### src/rtl/core/dfm_pkg.sv
// ----------------------------------------------------------------------------
// dfm_pkg
// Types, field widths and constants shared by the deauth frame monitor.
// ----------------------------------------------------------------------------
`default_nettype none

package dfm_pkg;

   localparam int TOP_CHANNEL = 13;

   localparam int REQ_DATA_W = 88;
   localparam int REQ_USER_W = 2;
   localparam int RSP_DATA_W = 104;
   localparam int CSR_INDEX_W = 2;
   localparam int CSR_DATA_W = 16;

   localparam int DIV_STEPS = 32;
   localparam int DIV_CNT_W = $clog2(DIV_STEPS);

   localparam logic [15:0] RST_HOP_INTERVAL = 16'd1500;
   localparam logic [15:0] RST_AVG_INTERVAL = 16'd1000;
   localparam logic [15:0] RST_DEBOUNCE = 16'd200;
   localparam logic [7:0] RST_MIN_HEADER = 8'd24;

   localparam logic [7:0] FC_TYPE_MASK = 8'hFC;
   localparam logic [7:0] FC_DEAUTH = 8'hC0;

   typedef enum logic [1:0] {
      OP_MGMT_FRAME  = 2'd0,
      OP_OTHER_FRAME = 2'd1,
      OP_MS_TICK     = 2'd2,
      OP_MODE_PRESS  = 2'd3
   } opcode_type;

   typedef enum logic [CSR_INDEX_W-1:0] {
      CSR_HOP_INTERVAL = 2'd0,
      CSR_AVG_INTERVAL = 2'd1,
      CSR_DEBOUNCE     = 2'd2,
      CSR_MIN_HEADER   = 2'd3
   } csr_index_type;

   function automatic logic [3:0] main_channel(input logic [1:0] idx);
      logic [3:0] ch;
      case (idx)
         2'd0:    ch = 4'd1;
         2'd1:    ch = 4'd6;
         2'd2:    ch = 4'd11;
         default: ch = 4'd1;
      endcase
      return ch;
   endfunction

endpackage

`default_nettype wire

### src/rtl/core/deauth_frame_monitor_core.sv
// ----------------------------------------------------------------------------
// deauth_frame_monitor_core
// Counts 802.11 deauth frames, hops channels on ms ticks and keeps a
// periodic RSSI average through a bit-serial divider.
// ----------------------------------------------------------------------------
//  channel  dir  tdata fields (low bit up)                          tuser
//  req_     in   frame_control, transmitter_addr, rssi, frame_length  opcode
//  rsp_     out  channel, all_channels_mode, channel_count,           -
//                total_count, last_sender, last_sender_channel,
//                sender_seen, average_rssi, retune
//  csr_     in   write enable, index, 16-bit data                      -
//
//  an item goes from IDLE to EMIT, or first through the 32-step restoring divider in
//  DIV on a tick that updates the average with samples present
//  one item at a time; ready is low from accept until its result is loaded
//  the result register frees the input side while it waits for rsp_tready
//  reset is synchronous and restores all counters but not the divider and response data registers
// ----------------------------------------------------------------------------
`default_nettype none

module deauth_frame_monitor_core (
   input  wire logic                            clock,
   input  wire logic                            reset,
   input  wire logic                            req_tvalid,
   output logic                                 req_tready,
   // frame_control, transmitter_addr, rssi, frame_length, zero pad
   input  wire logic [dfm_pkg::REQ_DATA_W-1:0]  req_tdata,
   // opcode
   input  wire logic [dfm_pkg::REQ_USER_W-1:0]  req_tuser,
   output logic                                 rsp_tvalid,
   input  wire logic                            rsp_tready,
   // channel, all_channels_mode, channel_count, total_count, last_sender,
   // last_sender_channel, sender_seen, average_rssi, retune, zero pad
   output logic [dfm_pkg::RSP_DATA_W-1:0]       rsp_tdata,
   input  wire logic                            csr_we,
   input  wire logic [dfm_pkg::CSR_INDEX_W-1:0] csr_index,
   input  wire logic [dfm_pkg::CSR_DATA_W-1:0]  csr_wdata
);
   import dfm_pkg::*;

   typedef enum logic [1:0] {
      S_IDLE,
      S_DIV,
      S_EMIT
   } state_type;

   state_type state_ff, state_in;

   logic [15:0] hop_interval_ff, avg_interval_ff, debounce_ff;
   logic [7:0]  min_header_ff;

   logic        sweep_ff, sweep_in;
   logic [1:0]  main_idx_ff, main_idx_in;
   logic [3:0]  chan_ff, chan_in;
   logic [15:0] chan_hits_ff, chan_hits_in;
   logic [15:0] all_hits_ff, all_hits_in;
   logic [47:0] sender_ff, sender_in;
   logic [3:0]  sender_chan_ff, sender_chan_in;
   logic        seen_ff, seen_in;
   logic [31:0] sum_ff, sum_in;
   logic [15:0] samples_ff, samples_in;
   logic [7:0]  shown_ff, shown_in;
   logic [15:0] hop_el_ff, hop_el_in;
   logic [15:0] avg_el_ff, avg_el_in;
   logic [15:0] press_el_ff, press_el_in;
   logic        retune_ff, retune_in;

   logic [31:0]          quo_ff, quo_in;
   logic [15:0]          rem_ff, rem_in;
   logic [15:0]          divisor_ff, divisor_in;
   logic                 neg_ff, neg_in;
   logic [DIV_CNT_W-1:0] cnt_ff, cnt_in;

   logic                  rsp_valid_ff, rsp_valid_in;
   logic [RSP_DATA_W-1:0] rsp_data_ff, rsp_data_in;

   opcode_type  op;
   logic [15:0] fc;
   logic [47:0] addr;
   logic [7:0]  rssi;
   logic [11:0] flen;
   logic        accept;
   logic        is_deauth;
   logic [15:0] hop_inc, avg_inc, press_inc;
   logic [4:0]  next_chan;
   logic [16:0] trial;
   logic [16:0] trial_diff;
   logic [31:0] quo_signed;

   assign op     = opcode_type'(req_tuser);
   assign fc     = req_tdata[15:0];
   assign addr   = req_tdata[63:16];
   assign rssi   = req_tdata[71:64];
   assign flen   = req_tdata[83:72];
   assign accept = req_tvalid && req_tready;

   assign req_tready = (state_ff == S_IDLE) && !reset;
   assign rsp_tvalid = rsp_valid_ff;
   assign rsp_tdata  = rsp_data_ff;

   assign is_deauth = (flen >= {4'd0, min_header_ff})
                      && ((fc[7:0] & FC_TYPE_MASK) == FC_DEAUTH);
   assign hop_inc   = (hop_el_ff == 16'hFFFF) ? hop_el_ff : hop_el_ff + 16'd1;
   assign avg_inc   = (avg_el_ff == 16'hFFFF) ? avg_el_ff : avg_el_ff + 16'd1;
   assign press_inc = (press_el_ff == 16'hFFFF) ? press_el_ff : press_el_ff + 16'd1;
   assign next_chan = {1'b0, chan_ff} + 5'd1;

   assign trial      = {rem_ff, quo_ff[31]};
   assign trial_diff = trial - {1'b0, divisor_ff};
   assign quo_signed = neg_ff ? (32'd0 - quo_in) : quo_in;

   always_comb begin
      state_in       = state_ff;
      sweep_in       = sweep_ff;
      main_idx_in    = main_idx_ff;
      chan_in        = chan_ff;
      chan_hits_in   = chan_hits_ff;
      all_hits_in    = all_hits_ff;
      sender_in      = sender_ff;
      sender_chan_in = sender_chan_ff;
      seen_in        = seen_ff;
      sum_in         = sum_ff;
      samples_in     = samples_ff;
      shown_in       = shown_ff;
      hop_el_in      = hop_el_ff;
      avg_el_in      = avg_el_ff;
      press_el_in    = press_el_ff;
      retune_in      = retune_ff;
      quo_in         = quo_ff;
      rem_in         = rem_ff;
      divisor_in     = divisor_ff;
      neg_in         = neg_ff;
      cnt_in         = cnt_ff;
      rsp_valid_in   = rsp_valid_ff && !rsp_tready;
      rsp_data_in    = rsp_data_ff;

      case (state_ff)
         S_IDLE: begin
            if (accept) begin
               state_in  = S_EMIT;
               retune_in = 1'b0;
               case (op)
                  OP_MGMT_FRAME: begin
                     if (is_deauth) begin
                        sender_in      = addr;
                        sender_chan_in = chan_ff;
                        sum_in         = sum_ff + {{24{rssi[7]}}, rssi};
                        samples_in     = samples_ff + 16'd1;
                        seen_in        = 1'b1;
                        chan_hits_in   = chan_hits_ff + 16'd1;
                        all_hits_in    = all_hits_ff + 16'd1;
                     end
                  end
                  OP_MS_TICK: begin
                     press_el_in = press_inc;
                     hop_el_in   = hop_inc;
                     avg_el_in   = avg_inc;
                     if (hop_inc >= hop_interval_ff) begin
                        if (!sweep_ff) begin
                           main_idx_in = (main_idx_ff >= 2'd2) ? 2'd0 : main_idx_ff + 2'd1;
                           chan_in     = main_channel(main_idx_in);
                        end else begin
                           chan_in = (next_chan > 5'(TOP_CHANNEL)) ? 4'd1 : next_chan[3:0];
                        end
                        chan_hits_in = 16'd0;
                        hop_el_in    = 16'd0;
                        retune_in    = 1'b1;
                     end
                     if (avg_inc >= avg_interval_ff) begin
                        avg_el_in = 16'd0;
                        if (samples_ff != 16'd0) begin
                           neg_in     = sum_ff[31];
                           quo_in     = sum_ff[31] ? (32'd0 - sum_ff) : sum_ff;
                           rem_in     = 16'd0;
                           divisor_in = samples_ff;
                           cnt_in     = '0;
                           sum_in     = 32'd0;
                           samples_in = 16'd0;
                           state_in   = S_DIV;
                        end
                     end
                  end
                  OP_MODE_PRESS: begin
                     if (press_el_ff > debounce_ff) begin
                        sweep_in     = !sweep_ff;
                        main_idx_in  = 2'd0;
                        chan_in      = 4'd1;
                        chan_hits_in = 16'd0;
                        press_el_in  = 16'd0;
                        retune_in    = 1'b1;
                     end
                  end
                  default: begin
                  end
               endcase
            end
         end
         S_DIV: begin
            if (!trial_diff[16]) begin
               rem_in = trial_diff[15:0];
               quo_in = {quo_ff[30:0], 1'b1};
            end else begin
               rem_in = trial[15:0];
               quo_in = {quo_ff[30:0], 1'b0};
            end
            cnt_in = cnt_ff + DIV_CNT_W'(1);
            if (cnt_ff == DIV_CNT_W'(DIV_STEPS - 1)) begin
               shown_in = quo_signed[7:0];
               state_in = S_EMIT;
            end
         end
         S_EMIT: begin
            if (!rsp_valid_ff || rsp_tready) begin
               rsp_valid_in = 1'b1;
               rsp_data_in  = {5'd0, retune_ff, shown_ff, seen_ff, sender_chan_ff,
                               sender_ff, all_hits_ff, chan_hits_ff, sweep_ff, chan_ff};
               state_in     = S_IDLE;
            end
         end
         default: begin
            state_in = S_IDLE;
         end
      endcase
   end

   always_ff @(posedge clock) begin
      if (reset) begin
         state_ff        <= S_IDLE;
         hop_interval_ff <= RST_HOP_INTERVAL;
         avg_interval_ff <= RST_AVG_INTERVAL;
         debounce_ff     <= RST_DEBOUNCE;
         min_header_ff   <= RST_MIN_HEADER;
         sweep_ff        <= 1'b0;
         main_idx_ff     <= 2'd0;
         chan_ff         <= 4'd1;
         chan_hits_ff    <= 16'd0;
         all_hits_ff     <= 16'd0;
         sender_ff       <= 48'd0;
         sender_chan_ff  <= 4'd0;
         seen_ff         <= 1'b0;
         sum_ff          <= 32'd0;
         samples_ff      <= 16'd0;
         shown_ff        <= 8'd0;
         hop_el_ff       <= 16'd0;
         avg_el_ff       <= 16'd0;
         press_el_ff     <= 16'hFFFF;
         retune_ff       <= 1'b0;
         cnt_ff          <= '0;
         rsp_valid_ff    <= 1'b0;
      end else begin
         state_ff       <= state_in;
         sweep_ff       <= sweep_in;
         main_idx_ff    <= main_idx_in;
         chan_ff        <= chan_in;
         chan_hits_ff   <= chan_hits_in;
         all_hits_ff    <= all_hits_in;
         sender_ff      <= sender_in;
         sender_chan_ff <= sender_chan_in;
         seen_ff        <= seen_in;
         sum_ff         <= sum_in;
         samples_ff     <= samples_in;
         shown_ff       <= shown_in;
         hop_el_ff      <= hop_el_in;
         avg_el_ff      <= avg_el_in;
         press_el_ff    <= press_el_in;
         retune_ff      <= retune_in;
         cnt_ff         <= cnt_in;
         rsp_valid_ff   <= rsp_valid_in;
         if (csr_we) begin
            case (csr_index_type'(csr_index))
               CSR_HOP_INTERVAL: hop_interval_ff <= csr_wdata;
               CSR_AVG_INTERVAL: avg_interval_ff <= csr_wdata;
               CSR_DEBOUNCE:     debounce_ff     <= csr_wdata;
               CSR_MIN_HEADER:   min_header_ff   <= csr_wdata[7:0];
               default: begin
               end
            endcase
         end
      end
      quo_ff      <= quo_in;
      rem_ff      <= rem_in;
      divisor_ff  <= divisor_in;
      neg_ff      <= neg_in;
      rsp_data_ff <= rsp_data_in;
   end

`ifndef SYNTHESIS
   a_chan_range: assert property (@(posedge clock) disable iff (reset)
      chan_ff >= 4'd1 && chan_ff <= 4'(TOP_CHANNEL))
      else $error("tuned channel out of range");

   a_main_set: assert property (@(posedge clock) disable iff (reset)
      !sweep_ff |-> (chan_ff == 4'd1 || chan_ff == 4'd6 || chan_ff == 4'd11))
      else $error("main mode off the main channel set");

   a_one_item: assert property (@(posedge clock) disable iff (reset)
      accept |=> !req_tready)
      else $error("item accepted while one is in flight");

   a_div_done: assert property (@(posedge clock) disable iff (reset)
      (state_ff == S_DIV && cnt_ff == DIV_CNT_W'(DIV_STEPS - 1)) |=> state_ff == S_EMIT)
      else $error("divider did not finish after its last step");

   a_none_seen: assert property (@(posedge clock) disable iff (reset)
      !seen_ff |-> (all_hits_ff == 16'd0 && sender_chan_ff == 4'd0 && samples_ff == 16'd0))
      else $error("hit state set before any deauth item");
`endif

endmodule

`default_nettype wire
### config.mk
export PLATFORM = sky130hd
export DESIGN_NAME = deauth_frame_monitor_core
export DESIGN_NICKNAME = d
export VERILOG_FILES = /design/src/rtl/core/dfm_pkg.sv /design/src/rtl/core/deauth_frame_monitor_core.sv
export SDC_FILE = /design/constraint.sdc
export NUM_CORES = 1
export LEC_CHECK = 0
export BUFFER_PORTS_ARGS = -buffer_cell sky130_fd_sc_hd__buf_2
export CAP_MARGIN = 20
export CORE_ASPECT_RATIO = 0.75
export CORE_MARGIN = 8
export CORE_UTILIZATION = 40
export DETAILED_ROUTE_END_ITERATION = 6
export GPL_TIMING_DRIVEN = 0
export HOLD_SLACK_MARGIN = 0.08
export SYNTH_ARGS = -nofsm -noshare
export SYNTH_HDL_FRONTEND = slang
export SYNTH_SLANG_ARGS = --single-unit
export TNS_END_PERCENT = 50
### constraint.sdc
create_clock -name clock -period 8 [get_ports clock]
set_input_delay 0.8 -clock clock [delete_from_list [all_inputs] [get_ports clock]]
set_output_delay 0.8 -clock clock [all_outputs]
set_load 0.005 [all_outputs]
==> key figures, run 1 <==
Clock tree
  • Post-CTS resize count: 0
  • CTS root buf: clkbuf_16
  • Post-CTS setup buffers: 0
  • Clock Sinks: 425
  • # H-tree levels: 2
  • Hold_buf cts: 0
  • Clk_lat worst skew: 0.58 ns
  • CTS clk-pin slew, worst paths: 0.07 ns
  • Clk buf depth: 3
  • TritonCTS clock tree: yes
  • Num CTS Buffers: 44

Power
  • VDD IR max: 168 uV
  • Comb power frac: 6.1%
  • Switch Pwr: 1.11 mW
  • Leakage power: 10.0 nW
  • Switching share of power: 23.1%
  • Clock group share of total power: 46.2%
  • P_int: 3.69 mW
  • Pwr Density: 195 mW/mm^2
  • Sequential power share: 47.7%

Floorplan
  • Starting density of the core: 40.2%
  • Die H: 215 um
  • Core Footprint: 0.0527 mm^2
  • Die ar.: 0.0607 mm^2
  • I/O pin count: 219
  • Die width: 282 um
  • Row count: 73

Detailed routing
  • Routed wire length: 59.3 mm
  • Pre-Repair DR Iteration Count: 6
  • Via count: 17300
  • ANT nets after route: 0
  • Drt via density: 5.26
  • DRC Markers: 0
  • Initial drt markers: 1152
  • WL/cell: 18.0 um

Critical path
  • CP Cell Sequence: buf_2, and4_1, nand3_1, nor3_2, nand4_1, and3_1, nor2b_1, and4_1, xor2_1, ha_1, a21oi_1, a211oi_1, a2111oi_4, o21ai_2, nand2_1, inv_1, o21ai_0, inv_2, nand4_1, xor2_1, nor2_1
  • CP peak stage delay: 0.77 ns
  • Slowest cell on the critical path: inv_2
  • Setup Crit Path Kind: reg2reg
  • Worst Path Max Fanout: 41
  • CP top delay family: simple AND/OR/NAND/NOR gates
  • Worst Path Arrival: 6.59 ns
  • Crit path launch type: flip-flop
  • Critical Path RT: 8.45 ns
  • Worst Path Buf+Inv: 3
  • Kind of end point of the critical path: flip-flop

Placed design
  • Cell Area, Placed: 0.0231 mm^2
  • Detail Placement HPWL: 44.5 mm
  • IO Port Bufs: 197
  • GP Congestion: 0.871

Logic synthesis
  • Top cells by count, synth: 350 x nand2_1, 269 x dfxtp_1, 206 x a21oi_1
  • Post-Synthesis Cells: 2291
  • Synth area leaders: dfxtp_1 25%, edfxtp_1 22%, ha_1 6.9%, nand2_1 6.2%, a21oi_1 4.9%
  • Yosys reg bits: 425
  • YS warnings: 0
  • Syn avg cell area: 9.25 um^2
  • Post-synth top area cell: dfxtp_1
  • Asr flop ratio synth: 0%
  • Most common cell in the netlist: nand2_1
  • Yosys cell types: 90
  • Main synth FF type: dfxtp_1
  • Synthesized area: 0.0212 mm^2
  • Sequential share of the synthesized area: 47.5%
  • Number of synthesized flops with an enable pin: 156
  • Yosys top cell area share: 25.4%

Final layout
  • Post-Route Utilization: 46.8%
  • # fillers: 5045
  • Final instance area: 0.0247 mm^2
  • Share of cells above drive strength 1: 13.0%
  • Total Nets Final: 2770
  • Area grow syn2layout: 16.5%

STA
  • Setup TNS: 0 ns
  • Final Max Tran Viols: 0
  • Max Freq: 163 MHz
  • Number of setup violations in the final report: 0
  • Worst slew pin tran: 0.965 ns
  • Clock skew: 0.0301 ns
  • RSZ-0062 raised after global routing: no
  • Final period utilization: 76.8%
  • Slew margin rel.: 35.2%
  • Final Critical Period: 6.14 ns
  • Fin Hold WS: 0.421 ns
  • Hold Fails Final Rpt: 0

GRT
  • Gr ovfl total: 0
  • Total track usage: 19.0%
  • Antenna violations before repair: 4
  • Vias in the first global route: 16900
  • Largest net degree at the start of global routing: 59
  • First-pass GRT wire length: 93.1 mm

Hold path
  • Hold Path Class: reg2reg

Run status
  • Status: finished clean

Job
  • Max-Cap Viols: 0
-- logic make-up after synthesis --
family | synth area share [%]
buffers and inverters | 4.30
adder cells (fa/ha/maj) | 7.04
other | 0.0177
AND/OR/NAND/NOR | 17.6
multiplexers | 1.22
AO/OA/AOI/OAI | 16.1
XOR/XNOR | 6.20
flip-flops | 47.5
-- layout by cell type (no fill, tap or decap), types with 11 or more instances in the layout --
| cell | instances |
|---|---|
| a21oi_1 | 206 |
| nand2b_1 | 13 |
| nor2b_1 | 14 |
| buf_1 | 13 |
| buf_2 | 205 |
| o31ai_1 | 14 |
| nor2_1 | 204 |
| nand4_1 | 35 |
| inv_1 | 122 |
| a211o_1 | 16 |
| nand3b_1 | 15 |
| edfxtp_1 | 156 |
| and3_1 | 23 |
| clkbuf_1 | 88 |
| clkbuf_16 | 46 |
| a31oi_1 | 14 |
| nor3_1 | 23 |
| a211oi_1 | 15 |
| nand2_1 | 350 |
| xor2_1 | 78 |
| xnor2_1 | 70 |
| a22oi_1 | 25 |
| ha_1 | 116 |
| o21bai_1 | 21 |
| nand3_1 | 57 |
| a21o_1 | 43 |
| clkinv_2 | 11 |
| o21a_1 | 11 |
| dfxtp_1 | 269 |
| mux2i_1 | 18 |
| o21ai_0 | 87 |
-- flip-flops by register name (all words and copies together), names as in the netlist, 8 cells and up --
signal,cells
all_hits_ff,16
avg_el_ff,16
avg_interval_ff,16
chan_hits_ff,16
debounce_ff,16
divisor_ff,16
hop_el_ff,16
hop_interval_ff,16
min_header_ff,8
press_el_ff,16
quo_ff,32
rem_ff,16
rsp_tdata,99
samples_ff,16
sender_ff,48
shown_ff,8
sum_ff,32
-- routing by layer --
layer	vias to the layer above	global-route usage, %	part of all wire [%]
met1	8230	26.3	46
met4	0	6.92	3.0
li1	8548	-	-
met3	103	3.06	5.6
met2	427	29.7	45
met5	-	0	0
-- stage by stage --
step | setup slack [ns] | instances | power (mW)
after global routing | 1.27 | 3288 | 4.97
final | 1.86 | 3289 | 4.81
after global placement | 1.48 | 3204 | 2.63
after detailed placement | 1.83 | 3205 | 2.63
after floorplan | 2.74 | 2295 | 2.51
after CTS | 1.79 | 3285 | 4.85
-- layout make-up --
type | count | area [um^2] | area share (%)
antenna | 4 | 10.0 | 0.0406
multi-input combinational | 1637 | 10200 | 41.5
sequential | 425 | 10100 | 40.8
tap | 712 | 891 | 3.61
inverter | 123 | 462 | 1.87
buffer | 110 | 449 | 1.82
timing repair buffer | 198 | 1010 | 4.11
clock buffer | 55 | 1220 | 4.96
clock inverter | 25 | 327 | 1.32
-- worst paths after layout --
path	slack (ns)	startpoint	cells past startpoint	to
setup / recovery	1.86	avg_el_ff[4]$_SDFFE_PP0P_	21	cnt_ff[3]$_SDFFE_PP0P_
hold / removal	0.42	sender_ff[29]$_SDFFE_PP0P_	0	rsp_tdata[66]$_DFFE_PP_
hold reg to reg	0.42	sender_ff[29]$_SDFFE_PP0P_	0	rsp_tdata[66]$_DFFE_PP_
setup reg to reg	1.86	avg_el_ff[4]$_SDFFE_PP0P_	21	cnt_ff[3]$_SDFFE_PP0P_
-- power by group through the flow --
stage / registers (mW) / clock network (mW) / logic, mW
3_3_place_gp: 2.34 / 0 / 0.284
6_report: 2.29 / 2.22 / 0.295
2_1_floorplan: 2.34 / 0 / 0.173
5_1_grt: 2.30 / 2.35 / 0.327
3_5_place_dp: 2.34 / 0 / 0.295
4_1_cts: 2.29 / 2.27 / 0.296
No activity file was read; power rests on OpenSTA's default activity.
==> run 2: changes to the inputs <==
Clock period 8 ns to 6.35 ns, I/O delays scaled along.
==> key figures, run 2 (synthesized netlist as in run 1, its figures left out) <==
Final layout
  • Commonest non-fill, non-tap cell in the layout: nand2_1
  • Most frequent cells in the layout: 350 x nand2_1, 269 x dfxtp_1, 206 x a21oi_1, 205 x buf_2, 204 x nor2_1
  • # fillers: 5045 (unchanged)
  • Reg area: 0.0101 mm^2 (unchanged)
  • Total Nets Final: 2770 (unchanged)
  • Share of cells above drive strength 1: 13.0% (unchanged)
  • Max reg flops: 99 (unchanged)
  • Area grow syn2layout: 16.5% (about the same)
  • Final instance area: 0.0247 mm^2 (about the same)
  • Multi-input gate area: 0.0102 mm^2 (unchanged)

Clock tree
  • CTS root buf: clkbuf_16
  • Post-CTS resize count: 0 (unchanged)
  • CTS clk-pin slew, worst paths: 0.07 ns (about the same)
  • # H-tree levels: 2 (unchanged)
  • Post-CTS setup buffers: 0 (unchanged)
  • TritonCTS clock tree: yes
  • Clock Sinks: 425 (unchanged)
  • Clk_lat worst skew: 0.58 ns (about the same)
  • Num CTS Buffers: 44 (unchanged)
  • Hold_buf cts: 0 (unchanged)
  • Clk buf depth: 3 (unchanged)

STA
  • Final Max Tran Viols: 0 (unchanged)
  • Final period utilization: 91.0% (+14 points)
  • RSZ-0062 raised after global routing: no
  • Hold Fails Final Rpt: 0 (unchanged)
  • Slew margin rel.: 35.1% (about the same)
  • Clock skew: 0.0301 ns (-0.00000530 ns)
  • Number of setup violations in the final report: 0 (unchanged)
  • Max Freq: 173 MHz (+6.3%)
  • Setup TNS: 0 ns (unchanged)
  • Worst slew pin tran: 0.965 ns (+0.000468 ns)
  • Final Critical Period: 5.78 ns (-0.366 ns)

Detailed routing
  • ANT nets after route: 0 (unchanged)
  • Via count: 17300 (+0.11%)
  • Routed wire length: 59.3 mm (about the same)
  • WL/cell: 18.0 um (about the same)
  • Drt via density: 5.27 (+0.11%)
  • Pre-Repair DR Iteration Count: 6 (unchanged)
  • Initial drt markers: 1151 (-0.087%)
  • DRC Markers: 0 (unchanged)

Floorplan
  • Core Footprint: 0.0527 mm^2 (unchanged)
  • Row count: 73 (unchanged)
  • I/O pin count: 219 (unchanged)
  • Starting density of the core: 40.2% (unchanged)
  • Die H: 215 um (unchanged)
  • Die ar.: 0.0607 mm^2 (unchanged)
  • Die width: 282 um (unchanged)

Power
  • VDD IR max: 212 uV (+26%)
  • Leakage power: 10.1 nW (about the same)
  • Pwr Density: 245 mW/mm^2 (+26%)

Critical path
  • Setup Crit Path Kind: reg2reg
  • Critical Path RT: 6.80 ns (-1.65 ns)
  • Kind of end point of the critical path: flip-flop
  • Worst Path Max Fanout: 41 (unchanged)
  • Crit path launch type: flip-flop
  • Worst Path Arrival: 6.23 ns (-0.36 ns)
  • R2R cell count: 21 (unchanged)

GRT
  • Antenna violations before repair: 4 (unchanged)
  • Largest net degree at the start of global routing: 59 (unchanged)
  • Gr ovfl total: 0 (unchanged)
  • Total track usage: 19.0% (unchanged)
  • Vias in the first global route: 16900 (unchanged)
  • First-pass GRT wire length: 93.1 mm (unchanged)

Placed design
  • GP Congestion: 0.871 (unchanged)
  • Cell Area, Placed: 0.0231 mm^2 (unchanged)
  • Detail Placement HPWL: 44.5 mm (unchanged)
  • IO Port Bufs: 197 (unchanged)

Hold path
  • Hold Path Class: in2reg
  • Depth of the worst hold-timing path: 3 (+3)

Job
  • Max-Cap Viols: 0 (unchanged)

Run status
  • Status: finished clean
[run 2: cell types whose count changed in the layout (fill, tap and decap cells not counted)]
cell	change
inv_2	-1
inv_4	+1
o21ai_0	-1
o21ai_1	+1
[run 2: layer usage]
metal,vias up,track usage (%),wire [um]
met5,-,0,0
met4,0,6.92,1730
met3,102,3.06,3360
met2,431,29.7,26700
met1,8244,26.3,27500
li1,8550,-,-
[run 2: path summary, 6_finish.rpt]
kind                            slack, ns                       start                          to
worst min-delay path                 0.30               req_tdata[37]  sender_ff[21]$_SDFFE_PP0P_
worst min register to register       0.42  sender_ff[29]$_SDFFE_PP0P_     rsp_tdata[66]$_DFFE_PP_
worst max-delay path                 0.57   avg_el_ff[4]$_SDFFE_PP0P_      cnt_ff[3]$_SDFFE_PP0P_
worst max register to register       0.57   avg_el_ff[4]$_SDFFE_PP0P_      cnt_ff[3]$_SDFFE_PP0P_
[run 2: through the flow]
step,cells,utilization (%),hold slack (ns),power (mW),setup slack [ns]
final,3289,46.8,0.302,6.06,0.572
after global routing,3288,46.8,0.284,6.26,0.0621
after CTS,3285,46.8,0.266,6.11,0.143
after detailed placement,3205,43.9,0.415,3.32,0.175
after global placement,3204,43.8,0.410,3.31,-0.175
after floorplan,2295,-,0.406,3.16,1.09
[run 2: final cells by class]
| type | count | area share [%] |
|---|---|---|
| inverter | 123 | 1.88 |
| buffer | 110 | 1.82 |
| sequential | 425 | 40.8 |
| antenna | 4 | 0.0406 |
| tap | 712 | 3.61 |
| timing repair buffer | 198 | 4.11 |
| clock inverter | 25 | 1.32 |
| multi-input combinational | 1637 | 41.5 |
| clock buffer | 55 | 4.96 |
[run 2: power breakdown]
group / internal (mW) / switching, mW
clock network: 1.66 / 1.14
registers: 2.86 / 0.0304
logic: 0.137 / 0.235
[run 2: critical path, stage by stage (launching register included)]
cell and delay, ns:
dfxtp_1 0.31, buf_2 0.17, and4_1 0.22, nand3_1 0.17, nor3_2 0.30, nand4_1 0.36, and3_1 0.38, nor2b_1 0.18
and4_1 0.24, xor2_1 0.17, ha_1 0.33, a21oi_1 0.08, a211oi_1 0.43, a2111oi_4 0.13, o21ai_2 0.17, nand2_1 0.11
inv_1 0.66, o21ai_1 0.32, inv_4 0.49, nand4_1 0.18, xor2_1 0.16, nor2_1 0.06
==> run 3: changes to the inputs <==
Settings changed: CORE_UTILIZATION 40 to 43, CTS_BUF_LIST set to sky130_fd_sc_hd__clkbuf_2.
==> key figures, run 3 (synthesized netlist as in run 1, its figures left out) <==
Clock tree
  • Clk buf depth: 3 (unchanged)
  • Num CTS Buffers: 104 (+140%)
  • CTS clk-pin slew, worst paths: 0.12 ns (+0.05 ns)
  • # H-tree levels: 3 (+1)
  • CTS root buf: clkbuf_2
  • Clock Sinks: 425 (unchanged)
  • TritonCTS clock tree: yes
  • Clk_lat worst skew: 1.12 ns (+0.54 ns)
  • Post-CTS setup buffers: 0 (unchanged)

Floorplan
  • I/O pin count: 219 (unchanged)
  • Die ar.: 0.0567 mm^2 (-6.5%)
  • Die H: 208 um (-3.3%)
  • Core Footprint: 0.0487 mm^2 (-7.6%)
  • Starting density of the core: 43.5% (+3.3 points)
  • Die width: 272 um (-3.3%)
  • Row count: 70 (-4.1%)

Final layout
  • Post-Route Utilization: 51.1% (+4.3 points)
  • Share of cells above drive strength 1: 15.2% (+2.1 points)
  • Final instance area: 0.0249 mm^2 (+0.89%)
  • Area grow syn2layout: 17.5%
  • Commonest non-fill, non-tap cell in the layout: nand2_1
  • Most frequent cells in the layout: 350 x nand2_1, 269 x dfxtp_1, 206 x a21oi_1, 205 x buf_2, 204 x nor2_1
  • Max reg flops: 99 (unchanged)
  • Final cell count without fillers: 3422 (+4.0%)
  • Total Nets Final: 2916 (+5.3%)

Critical path
  • Worst Path Arrival: 6.88 ns (+0.65 ns)
  • Critical Path RT: 7.32 ns (+0.52 ns)
  • Reg-to-reg startpoint: avg_el_ff[4]$_SDFFE_PP0P_
  • Worst Path Max Fanout: 10 (-76%)
  • Crit path launch type: flip-flop
  • Kind of end point of the critical path: flip-flop
  • Crit. Startpoint: avg_el_ff[4]$_SDFFE_PP0P_
  • R2R Setup Slk: 0.44 ns (-0.13 ns)
  • Setup Crit Path Kind: reg2reg

Detailed routing
  • ANT nets after route: 0 (unchanged)
  • Pre-Repair DR Iteration Count: 5 (-1)
  • DRC Markers: 0 (unchanged)
  • WL/cell: 17.9 um (-0.50%)
  • Routed wire length: 61.4 mm (+3.5%)
  • Drt via density: 5.33 (+1.2%)
  • Initial drt markers: 1261 (+9.6%)
  • Via count: 18200 (+5.3%)

Placed design
  • Pre-CTS setup slack: 0.309 ns (+0.134 ns)
  • Cell Area, Placed: 0.0230 mm^2 (-0.29%)
  • GP Congestion: 0.863 (-0.88%)
  • IO Port Bufs: 197 (unchanged)
  • Placed cells: 3143 (-1.9%)
  • Detail Placement HPWL: 44.7 mm (+0.33%)

STA
  • Final Max Tran Viols: 0 (unchanged)
  • Fin Hold WS: 0.301 ns (-0.00146 ns)
  • Final Critical Period: 5.91 ns (+0.129 ns)
  • Setup TNS: 0 ns (unchanged)
  • Slew margin rel.: 34.6% (-0.54 points)
  • Final period utilization: 93.0% (+2.0 points)
  • Worst slew pin tran: 0.981 ns (+0.0161 ns)
  • Final worst slack: 0.443 ns (-0.129 ns)
  • Max Freq: 169 MHz (-2.2%)
  • Number of setup violations in the final report: 0 (unchanged)
  • RSZ-0062 raised after global routing: no
  • Clock skew: 0.104 ns (+0.0736 ns)
  • Hold Fails Final Rpt: 0 (unchanged)

Power
  • Pwr Total: 5.20 mW (-14%)
  • Pwr Density: 209 mW/mm^2 (-15%)
  • Leakage power: 10.4 nW (+3.2%)
  • VDD IR max: 141 uV (-34%)

GRT
  • Vias in the first global route: 17700 (+4.7%)
  • Gr ovfl total: 0 (unchanged)
  • Largest net degree at the start of global routing: 56 (-5.1%)
  • First-pass GRT wire length: 97.0 mm (+4.2%)
  • Total track usage: 21.1% (+2.1 points)
  • Antenna violations before repair: 6 (+2)

Hold path
  • Min-delay src: req_tdata[17]
  • Hold Path Class: in2reg

Job
  • Max-Cap Viols: 0 (unchanged)

Run status
  • Status: finished clean
[run 3: cell type report]
class / count / area, um^2
inverters: 123 / 465
well taps: 648 / 811
clock inverters: 50 / 293
repair buffers: 284 / 1870
flip-flops and latches: 425 / 10100
multi-input cells: 1637 / 10200
diodes: 5 / 12.5
clock buffers: 140 / 701
fillers: 4659 / 23800
plain buffers: 110 / 449
[run 3: power by group]
| group | switching, mW | total [mW] | internal (mW) | leakage (nW) |
|---|---|---|---|---|
| combinational | 0.246 | 0.415 | 0.170 | 5.93 |
| clock | 1.16 | 1.90 | 0.740 | 0.733 |
| sequential | 0.0291 | 2.88 | 2.86 | 3.71 |
| total | 1.44 | 5.20 | 3.76 | 10.4 |
[run 3: repair_timing]
action,CTS,global route
setup endpoints to repair,0,7
resized for setup,0,2
hold endpoints to repair,137,0
hold buffers,84,0
[run 3: metal layers]
layer / routed length [um] / global-route usage (%) / share of wire, %
met2: 28200 / 33.5 / 46
met4: 1300 / 6.18 / 2.1
met5: 0 / 0 / 0
met1: 28500 / 28.7 / 46
met3: 3420 / 4.49 / 5.6
[run 3: critical path, cell delays in order, from the launching register on]
cell and delay (ns):
dfxtp_1 0.31, buf_2 0.18, and4_1 0.26, nand3_1 0.19, nor3_2 0.28, nand4_1 0.34, and3_1 0.37, nor2b_1 0.18
and4_1 0.24, xor2_1 0.17, ha_1 0.32, a21oi_1 0.08, a211oi_1 0.50, a2111oi_4 0.14, o21ai_2 0.19, and2_1 0.25
nand2_1 0.10, a21oi_1 0.37, clkbuf_1 0.54, clkbuf_1 0.49, nand3_1 0.14, a21oi_1 0.17
[run 3: final timing paths]
path | end | depth (start not counted)
setup / recovery | sum_ff[16]$_SDFFE_PP0P_ | 21
hold / removal | sender_ff[1]$_SDFFE_PP0P_ | 4
setup reg to reg | sum_ff[16]$_SDFFE_PP0P_ | 21
hold reg to reg | rsp_tdata[63]$_DFFE_PP_ | 0
